==> config.mk <==
export PLATFORM = sky130hd
export DESIGN_NAME = date_ranked_retention_sorter_unit
export DESIGN_NICKNAME = d
export VERILOG_FILES = /design/src/rtl/core/drrs_pkg.sv /design/src/rtl/core/drrs_ram.sv /design/src/rtl/core/drrs_seq.sv /design/src/rtl/core/date_ranked_retention_sorter_unit.sv
export SDC_FILE = /design/constraint.sdc
export NUM_CORES = 2
export LEC_CHECK = 0
export ABC_AREA = 1
export CORE_AREA = 5 5 622 624
export DETAILED_ROUTE_END_ITERATION = 16
export DIE_AREA = 0 0 627 629
export DONT_BUFFER_PORTS = 1
export PLACE_DENSITY = 0.5
export SYNTH_ARGS = -nofsm -noshare
export SYNTH_HDL_FRONTEND = slang
export SYNTH_SLANG_ARGS = --single-unit
==> constraint.sdc <==
create_clock -name clk -period 7.3 [get_ports clk]
set_input_delay 1.46 -clock clk [delete_from_list [all_inputs] [get_ports clk]]
set_output_delay 1.46 -clock clk [all_outputs]
set_load 0.01 [all_outputs]
==> src/rtl/core/drrs_pkg.sv <==
// ============================================================================
// drrs_pkg
// Shared widths, constants, sequencer states and the emit control bundle of
// the date-ranked retention sorter.
// ============================================================================
package drrs_pkg;

    // field widths
    localparam int TAG_W  = 16;
    localparam int DATE_W = 32;
    localparam int KEEP_W = 7;
    localparam int RANK_W = 6;
    localparam int WORD_W = DATE_W + TAG_W;

    // store sizing: results are ranked in RANK_W bits
    localparam int CAP_LIMIT        = 64;
    localparam int DEF_MAX_ENTRIES  = 64;

    localparam logic [KEEP_W-1:0] KEEP_RESET = KEEP_W'(8);

    // sequencer states
    typedef enum logic [2:0] {
        ST_IDLE,
        ST_INS_RD,
        ST_INS_CMP,
        ST_INS_PUT,
        ST_EMIT_CHK,
        ST_EMIT_RD,
        ST_EMIT_LD,
        ST_EMIT_HOLD
    } seq_state_t;

    // sequencer to output stage
    typedef struct packed {
        logic              load;
        logic [RANK_W-1:0] rank;
        logic              final_flag;
        logic              ovf;
    } emit_t;

endpackage

==> src/rtl/core/drrs_ram.sv <==
// ============================================================================
// drrs_ram
// Generic simple dual-port RAM: one write port, one read port with the read
// data registered.
// ============================================================================
module drrs_ram #(
    parameter int WIDTH = 8,
    parameter int DEPTH = 64
) (
    input  logic                     clk,
    input  logic                     we,
    input  logic [$clog2(DEPTH)-1:0] waddr,
    input  logic [WIDTH-1:0]         wdata,
    input  logic                     re,
    input  logic [$clog2(DEPTH)-1:0] raddr,
    output logic [WIDTH-1:0]         rdata
);

    logic [WIDTH-1:0] mem [DEPTH];

    // write port
    always_ff @(posedge clk)
    begin
        if (we)
        begin
            mem[waddr] <= wdata;
        end
    end

    // registered read port
    always_ff @(posedge clk)
    begin
        if (re)
        begin
            rdata <= mem[raddr];
        end
    end

endmodule

==> src/rtl/core/drrs_seq.sv <==
// ============================================================================
// drrs_seq
// Insertion and emission sequencer. Inserts an entry by walking down from
// the fill level, moving older entries up one slot, then walks the store in
// rank order to emit results.
// ============================================================================
module drrs_seq
    import drrs_pkg::*;
#(
    parameter int CAP = DEF_MAX_ENTRIES
) (
    input  logic                   clk,
    input  logic                   rst_n,
    // input channel
    input  logic                   in_valid,
    output logic                   in_ready,
    input  logic [TAG_W-1:0]       entry_tag,
    input  logic [DATE_W-1:0]      date_word,
    input  logic                   last,
    // store port
    output logic                   ram_we,
    output logic [$clog2(CAP)-1:0] ram_waddr,
    output logic [WORD_W-1:0]      ram_wdata,
    output logic                   ram_re,
    output logic [$clog2(CAP)-1:0] ram_raddr,
    input  logic [WORD_W-1:0]      ram_rdata,
    // output stage
    input  logic                   out_accept,
    output emit_t                  emit
);

    localparam int AW = $clog2(CAP);
    localparam int CW = $clog2(CAP + 1);

    seq_state_t state_reg, state_next;

    logic [CW-1:0]     count_reg, count_next;
    logic              ovf_reg, ovf_next;
    logic [AW-1:0]     pos_reg, pos_next;
    logic [AW-1:0]     idx_reg, idx_next;
    logic [TAG_W-1:0]  tag_hold_reg, tag_hold_next;
    logic [DATE_W-1:0] date_hold_reg, date_hold_next;
    logic              last_hold_reg, last_hold_next;

    logic in_accept;
    logic entry_ok;
    logic store_full;
    logic rd_newer;
    logic is_final;

    assign in_accept  = in_valid && in_ready;
    assign entry_ok   = (date_word != '0);
    assign store_full = (count_reg >= CW'(CAP));
    // stored entry is equal or newer: new entry lands above it
    assign rd_newer   = (ram_rdata[WORD_W-1:TAG_W] >= date_hold_reg);
    assign is_final   = ((CW'(idx_reg) + CW'(1)) == count_reg);

    // next state
    always_comb
    begin
        state_next = state_reg;
        case (state_reg)
            ST_IDLE:
            begin
                if (in_accept)
                begin
                    if (entry_ok && !store_full)
                    begin
                        state_next = (count_reg == '0) ? ST_INS_PUT : ST_INS_RD;
                    end
                    else if (last)
                    begin
                        state_next = ST_EMIT_CHK;
                    end
                end
            end
            ST_INS_RD:
            begin
                state_next = ST_INS_CMP;
            end
            ST_INS_CMP:
            begin
                if (rd_newer)
                begin
                    state_next = last_hold_reg ? ST_EMIT_CHK : ST_IDLE;
                end
                else
                begin
                    state_next = (pos_reg == AW'(1)) ? ST_INS_PUT : ST_INS_RD;
                end
            end
            ST_INS_PUT:
            begin
                state_next = last_hold_reg ? ST_EMIT_CHK : ST_IDLE;
            end
            ST_EMIT_CHK:
            begin
                state_next = (count_reg == '0) ? ST_IDLE : ST_EMIT_RD;
            end
            ST_EMIT_RD:
            begin
                state_next = ST_EMIT_LD;
            end
            ST_EMIT_LD:
            begin
                state_next = ST_EMIT_HOLD;
            end
            ST_EMIT_HOLD:
            begin
                if (out_accept)
                begin
                    state_next = is_final ? ST_IDLE : ST_EMIT_RD;
                end
            end
            default:
            begin
                state_next = ST_IDLE;
            end
        endcase
    end

    // datapath registers next values
    always_comb
    begin
        count_next     = count_reg;
        ovf_next       = ovf_reg;
        pos_next       = pos_reg;
        idx_next       = idx_reg;
        tag_hold_next  = tag_hold_reg;
        date_hold_next = date_hold_reg;
        last_hold_next = last_hold_reg;
        case (state_reg)
            ST_IDLE:
            begin
                if (in_accept)
                begin
                    tag_hold_next  = entry_tag;
                    date_hold_next = date_word;
                    last_hold_next = last;
                    pos_next       = AW'(count_reg);
                    if (entry_ok && store_full)
                    begin
                        ovf_next = 1'b1;
                    end
                end
            end
            ST_INS_CMP:
            begin
                if (rd_newer)
                begin
                    count_next = count_reg + CW'(1);
                end
                else
                begin
                    pos_next = pos_reg - AW'(1);
                end
            end
            ST_INS_PUT:
            begin
                count_next = count_reg + CW'(1);
            end
            ST_EMIT_CHK:
            begin
                idx_next = '0;
                if (count_reg == '0)
                begin
                    ovf_next = 1'b0;
                end
            end
            ST_EMIT_HOLD:
            begin
                if (out_accept)
                begin
                    if (is_final)
                    begin
                        count_next = '0;
                        ovf_next   = 1'b0;
                    end
                    else
                    begin
                        idx_next = idx_reg + AW'(1);
                    end
                end
            end
            default:
            begin
            end
        endcase
    end

    // outputs
    always_comb
    begin
        in_ready        = 1'b0;
        ram_we          = 1'b0;
        ram_waddr       = pos_reg;
        ram_wdata       = {date_hold_reg, tag_hold_reg};
        ram_re          = 1'b0;
        ram_raddr       = idx_reg;
        emit.load       = 1'b0;
        emit.rank       = RANK_W'(idx_reg);
        emit.final_flag = is_final;
        emit.ovf        = ovf_reg;
        case (state_reg)
            ST_IDLE:
            begin
                in_ready = 1'b1;
            end
            ST_INS_RD:
            begin
                ram_re    = 1'b1;
                ram_raddr = pos_reg - AW'(1);
            end
            ST_INS_CMP:
            begin
                // either place the new entry or move the older one up a slot
                ram_we = 1'b1;
                if (!rd_newer)
                begin
                    ram_wdata = ram_rdata;
                end
            end
            ST_INS_PUT:
            begin
                ram_we = 1'b1;
            end
            ST_EMIT_RD:
            begin
                ram_re = 1'b1;
            end
            ST_EMIT_LD:
            begin
                emit.load = 1'b1;
            end
            default:
            begin
            end
        endcase
    end

    // control registers
    always_ff @(posedge clk or negedge rst_n)
    begin
        if (!rst_n)
        begin
            state_reg     <= ST_IDLE;
            count_reg     <= '0;
            ovf_reg       <= 1'b0;
            last_hold_reg <= 1'b0;
        end
        else
        begin
            state_reg     <= state_next;
            count_reg     <= count_next;
            ovf_reg       <= ovf_next;
            last_hold_reg <= last_hold_next;
        end
    end

    // payload and index registers
    always_ff @(posedge clk)
    begin
        pos_reg       <= pos_next;
        idx_reg       <= idx_next;
        tag_hold_reg  <= tag_hold_next;
        date_hold_reg <= date_hold_next;
    end

endmodule

==> src/rtl/core/date_ranked_retention_sorter_unit.sv <==
// ============================================================================
// date_ranked_retention_sorter_unit
// Stable newest-first sorter of dated entries held in one RAM, with ranked
// results carrying retain and overflow flags.
// ============================================================================
// Insert: each moved entry costs one RAM read and one write; an entry landing
//   at rank 0 is written by the final put state.
// Emit: a check state, then read, load and hold states per result; the hold
//   state waits out any output stall. One transaction at a time.
// Reset: fill count and overflow flag cleared, retain limit set to 8; RAM
//   contents are left undefined and never read before being written.
module date_ranked_retention_sorter_unit
    import drrs_pkg::*;
#(
    parameter int MAX_ENTRIES = DEF_MAX_ENTRIES
) (
    input  logic              clk,
    input  logic              rst_n,
    // configuration
    input  logic              cfg_valid,
    output logic              cfg_ready,
    input  logic [KEEP_W-1:0] cfg_data,
    // input channel
    input  logic              in_valid,
    output logic              in_ready,
    input  logic [TAG_W-1:0]  entry_tag,
    input  logic [DATE_W-1:0] date_word,
    input  logic              last,
    // output channel
    output logic              out_valid,
    input  logic              out_ready,
    output logic [TAG_W-1:0]  entry_tag_res,
    output logic [RANK_W-1:0] rank,
    output logic              retain,
    output logic              overflow,
    output logic              final_res
);

    localparam int CAP = (MAX_ENTRIES < CAP_LIMIT) ? MAX_ENTRIES : CAP_LIMIT;
    localparam int AW  = $clog2(CAP);

    logic              ram_we;
    logic [AW-1:0]     ram_waddr;
    logic [WORD_W-1:0] ram_wdata;
    logic              ram_re;
    logic [AW-1:0]     ram_raddr;
    logic [WORD_W-1:0] ram_rdata;
    emit_t             emit;
    logic              out_accept;

    logic [KEEP_W-1:0] retain_limit_reg;
    logic              out_valid_reg, out_valid_next;
    logic [TAG_W-1:0]  tag_res_reg;
    logic [RANK_W-1:0] rank_reg;
    logic              retain_reg;
    logic              ovf_res_reg;
    logic              final_reg;

    // configuration register
    assign cfg_ready = 1'b1;

    always_ff @(posedge clk or negedge rst_n)
    begin
        if (!rst_n)
        begin
            retain_limit_reg <= KEEP_RESET;
        end
        else if (cfg_valid && cfg_ready)
        begin
            retain_limit_reg <= cfg_data;
        end
    end

    // entry store
    drrs_ram #(
        .WIDTH (WORD_W),
        .DEPTH (CAP)
    ) u_ram (
        .clk   (clk),
        .we    (ram_we),
        .waddr (ram_waddr),
        .wdata (ram_wdata),
        .re    (ram_re),
        .raddr (ram_raddr),
        .rdata (ram_rdata)
    );

    // sequencer
    drrs_seq #(
        .CAP (CAP)
    ) u_seq (
        .clk        (clk),
        .rst_n      (rst_n),
        .in_valid   (in_valid),
        .in_ready   (in_ready),
        .entry_tag  (entry_tag),
        .date_word  (date_word),
        .last       (last),
        .ram_we     (ram_we),
        .ram_waddr  (ram_waddr),
        .ram_wdata  (ram_wdata),
        .ram_re     (ram_re),
        .ram_raddr  (ram_raddr),
        .ram_rdata  (ram_rdata),
        .out_accept (out_accept),
        .emit       (emit)
    );

    // output register
    assign out_accept = out_valid_reg && out_ready;

    always_comb
    begin
        out_valid_next = out_valid_reg;
        if (emit.load)
        begin
            out_valid_next = 1'b1;
        end
        else if (out_accept)
        begin
            out_valid_next = 1'b0;
        end
    end

    always_ff @(posedge clk or negedge rst_n)
    begin
        if (!rst_n)
        begin
            out_valid_reg <= 1'b0;
        end
        else
        begin
            out_valid_reg <= out_valid_next;
        end
    end

    // result payload; a retain limit of zero retains everything
    always_ff @(posedge clk)
    begin
        if (emit.load)
        begin
            tag_res_reg <= ram_rdata[TAG_W-1:0];
            rank_reg    <= emit.rank;
            retain_reg  <= (retain_limit_reg == '0) ||
                           ({1'b0, emit.rank} < retain_limit_reg);
            ovf_res_reg <= emit.ovf;
            final_reg   <= emit.final_flag;
        end
    end

    assign out_valid     = out_valid_reg;
    assign entry_tag_res = tag_res_reg;
    assign rank          = rank_reg;
    assign retain        = retain_reg;
    assign overflow      = ovf_res_reg;
    assign final_res     = final_reg;

endmodule

==> metrics.md <==
| Metric | Value |
|---|---|
| Chip width | 627 um |
| Clk slew on worst S/H paths | 70 ps |
| Cts hold-fix bufs | 0 |
| Critical Path AT | 5970 ps |
| FFs w/ async S/R, synth | 0.620% |
| Crit path capture | u_ram.mem[48][27] |
| XOR/XNOR Fraction of Synth Area | 0.0499% |
| Vias/cell | 5.25 |
| Placed Cells | 17.7k |
| Final GP Congestion | 0.814 |
| Register bit total from synthesis | 3,225 |
| Final std cells w/o fill | 18.3k |
| Count of cell types in the netlist | 37 |
| Final min period | 5290 ps |
| Final #Nets | 13.1k |
| Wire per inst | 27.3 um |
| R2r endpoint | u_ram.mem[48][27] |
| Placeable Area | 0.381 mm2 |
| Leading area contributor after synthesis | edfxtp_1 |
| HPWL after DPL | 247,000 um |
| DIE HEIGHT | 629 um |
| CP top delay family | buffers and inverters |
| Vias in the first global route | 88.3k |
| Max incr delay on CP | 800 ps |
| Final Total Pwr | 68.7 mW |
| Setup repair bufs after CTS | 0 |
| Slew Viols, Final | 0 |
| IO Port Bufs | 0 |
| Length in cells of the worst reg-to-reg path | 14 |
| DRT Pass-1 Iters | 6 |
| First DRT Iteration DRCs | 11.3k |
| Clk buf depth | 4 |
| Vias | 96.3k |
| Post-cts sizing count | 0 |
| Post-layout util | 41.5% |
| Pleak | 63.1 nW |
| Post-route cell area | 0.158 mm2 |
| Register area share after synthesis | 68.9% |
| Synth Area in Adders | 0.374% |
| Max-slew headroom | 14.7% |
| Yosys top cell area share | 68.5% |
| Clk sinks | 3,225 |
| Max reg flops | 3,072 |
| Number of max-cap violations | 0 |
| Total grt overflow | 0 |
| Syn_area_per_cell | 10.7 um2 |
| Compound-Gate Fraction of Synth Area | 0.542% |
| WP buf/inv | 5 |
| CP Cell Sequence | inv_1 > ha_1 > a21oi_1 > o21ai_0 > nand2_1 > nand2_1 > a21oi_1 > nand3_2 > buf_4 > inv_6 > buf_4 > nand2_1 > o21ai_4 > buf_4 |
| Peak fanout along the critical path | 49 |
| Num rows | 227 |
| Fin Hold WS | 224 ps |
| Die area | 0.394 mm2 |
| Slowest cell on crit path | a21oi_1 |
| Ys Warns | 0 |
| CTS Buf Count | 354 |
| Ranking of synthesized cells by area | edfxtp_1 (69%), nand3_1 (9.8%), nand2_1 (8.8%) |
| Max VDD drop | 623 uV |
| Initial antenna violation count | 40 |
| Mapped Area | 0.140 mm2 |
| Synth Flop Type | edfxtp_1 |
| Area Overhead vs Synth | 12.6% |
| Pin count of the biggest net entering global routing | 133 |
| Pwr dens | 435 mW/mm2 |
| Worst skew pair latency | 930 ps |
| Run status | complete, no violations |
| Critical path depth | 14 |
| Largest family of logic cells by synthesized area | simple AND/OR/NAND/NOR gates |
| Sum Neg Setup Slack | 0 ps |
| Overall routed net length | 501,000 um |
| Synth Net Count | 13.2k |
| Placed instance area | 0.147 mm2 |
| Io pins | 89 |
| Root buf cell | clkbuf_16 |
| Reg2Reg Setup Slack | 2010 ps |
| Critical Path Start | u_seq.date_hold_reg[27] |
| Startpoint Class | register |
| Fmax | 0.189 GHz |
| Total track usage | 24.6% |
| Finish-stage setup viols | 0 |
| RSZ-0062 raised after global routing | no |
| Post-Synth Simple-Gate Area | 21.6% |
| Final worst setup slack | 2010 ps |
| Fill cells | 36.0k |
| Post-Synthesis Cells | 13.1k |
| Crit share post-route | 72.4% |
| Pre-CTS setup slack | 2150 ps |
| EDFF count, synth | 3,205 |
| H-tree levels | 5 |
| Setup Crit Path Kind | reg2reg |
| Number of remaining DRC errors | 0 |
| Mux cell area share after synthesis | 0.0160% |
| Share of layout cells above drive strength 1 | 6.71% |
| Antenna viol nets, final | 0 |
| Global-route wire length before repair | 698,000 um |
| Slew @ Worst Pin | 1270 ps |
| Hold WC Path Type | in2async |
| Critical Path End Type | register |
| CTS tree | built |
| Clock skew | 61.9 ps |
| Initial Utilization | 36.9% |
| WP data required | 7980 ps |
| Final hold viol count | 0 |
| Reg-to-reg critical path startpoint | u_seq.date_hold_reg[27] |
## worst min-delay path by stage
stage | from | to | slack [ps] | cells past startpoint
floorplan | u_seq.ovf_reg | overflow | 430 | 0
global placement | retain_limit_reg[6] | retain_limit_reg[6] | 520 | 1
detailed placement | retain_limit_reg[6] | retain_limit_reg[6] | 510 | 1
CTS | rst_n | u_seq.state_reg[2] | 160 | 0
global route | rst_n | u_seq.last_hold_reg | 180 | 0
finish | rst_n | u_seq.state_reg[0] | 220 | 0
## routing by layer
metal	up-vias	wire length, um	GRT usage, %
met5	-	119	0
li1	43200	-	-
met1	48300	214000	34.7
met2	4034	232000	39.4
met3	761	38900	3.82
met4	20	15700	7.27
## power breakdown
part / internal [mW] / switching [mW]
Sequential: 23.4 / 0.419
Clock: 9.99 / 7.46
Combinational: 6.82 / 20.7
Total: 40.2 / 28.5
## layout by cell type, fill, tap and decap left out, drive strengths merged
| cell | synthesis | final |
|---|---|---|
| nand4 | 7 | 7 |
| inv | 2252 | 2261 |
| xor2 | 7 | 7 |
| a21o | 2 | 2 |
| o21bai | 1 | 1 |
| dfrtp | 19 | 19 |
| xnor2 | 1 | 1 |
| o41ai | 1 | 1 |
| bufinv | 0 | 25 |
| dfstp | 1 | 1 |
| mux2 | 2 | 2 |
| nor2 | 121 | 121 |
| nand3b | 432 | 432 |
| edfxtp | 3205 | 3205 |
| a31oi | 1 | 1 |
| clkbuf | 209 | 454 |
| clkinv | 2 | 154 |
| clkinvlp | 0 | 2 |
| ha | 42 | 42 |
| or2 | 48 | 48 |
| diode | 0 | 22 |
| conb | 1 | 1 |
| o21a | 2 | 2 |
| nor3 | 12 | 12 |
| nand3 | 2757 | 2757 |
| nand2 | 3307 | 3307 |
| o21ai | 68 | 68 |
| buf | 528 | 280 |
| a21oi | 72 | 72 |
## layout make-up
type,count,area [um2],share of cell area (%)
tap,5038,6300,3.99
sequential,3225,96700,61.2
clock inverter,188,1600,1.01
antenna,22,55.1,0.0348
timing repair buffer,280,2880,1.82
inverter,2254,8540,5.40
multi-input combinational,6884,32600,20.6
clock buffer,454,9440,5.97
## synthesized netlist by cell type (12+ instances only)
master	instances
nand3b_1	432
buf_1	23
nand2_1	3305
o21ai_0	60
nor3_1	12
ha_1	42
buf_2	478
or2_0	44
edfxtp_1	3205
dfrtp_1	19
clkbuf_1	209
buf_4	26
nand3_1	2756
inv_1	2246
a21oi_1	72
nor2_1	120
## cell families after synthesis
group | Yosys count
XOR/XNOR | 8
other | 1
AO/OA/AOI/OAI | 147
adder cells (fa/ha/maj) | 42
AND/OR/NAND/NOR | 6684
flip-flops | 3225
buffers and inverters | 2991
multiplexers | 2
Power figures use the tool's default switching activity.
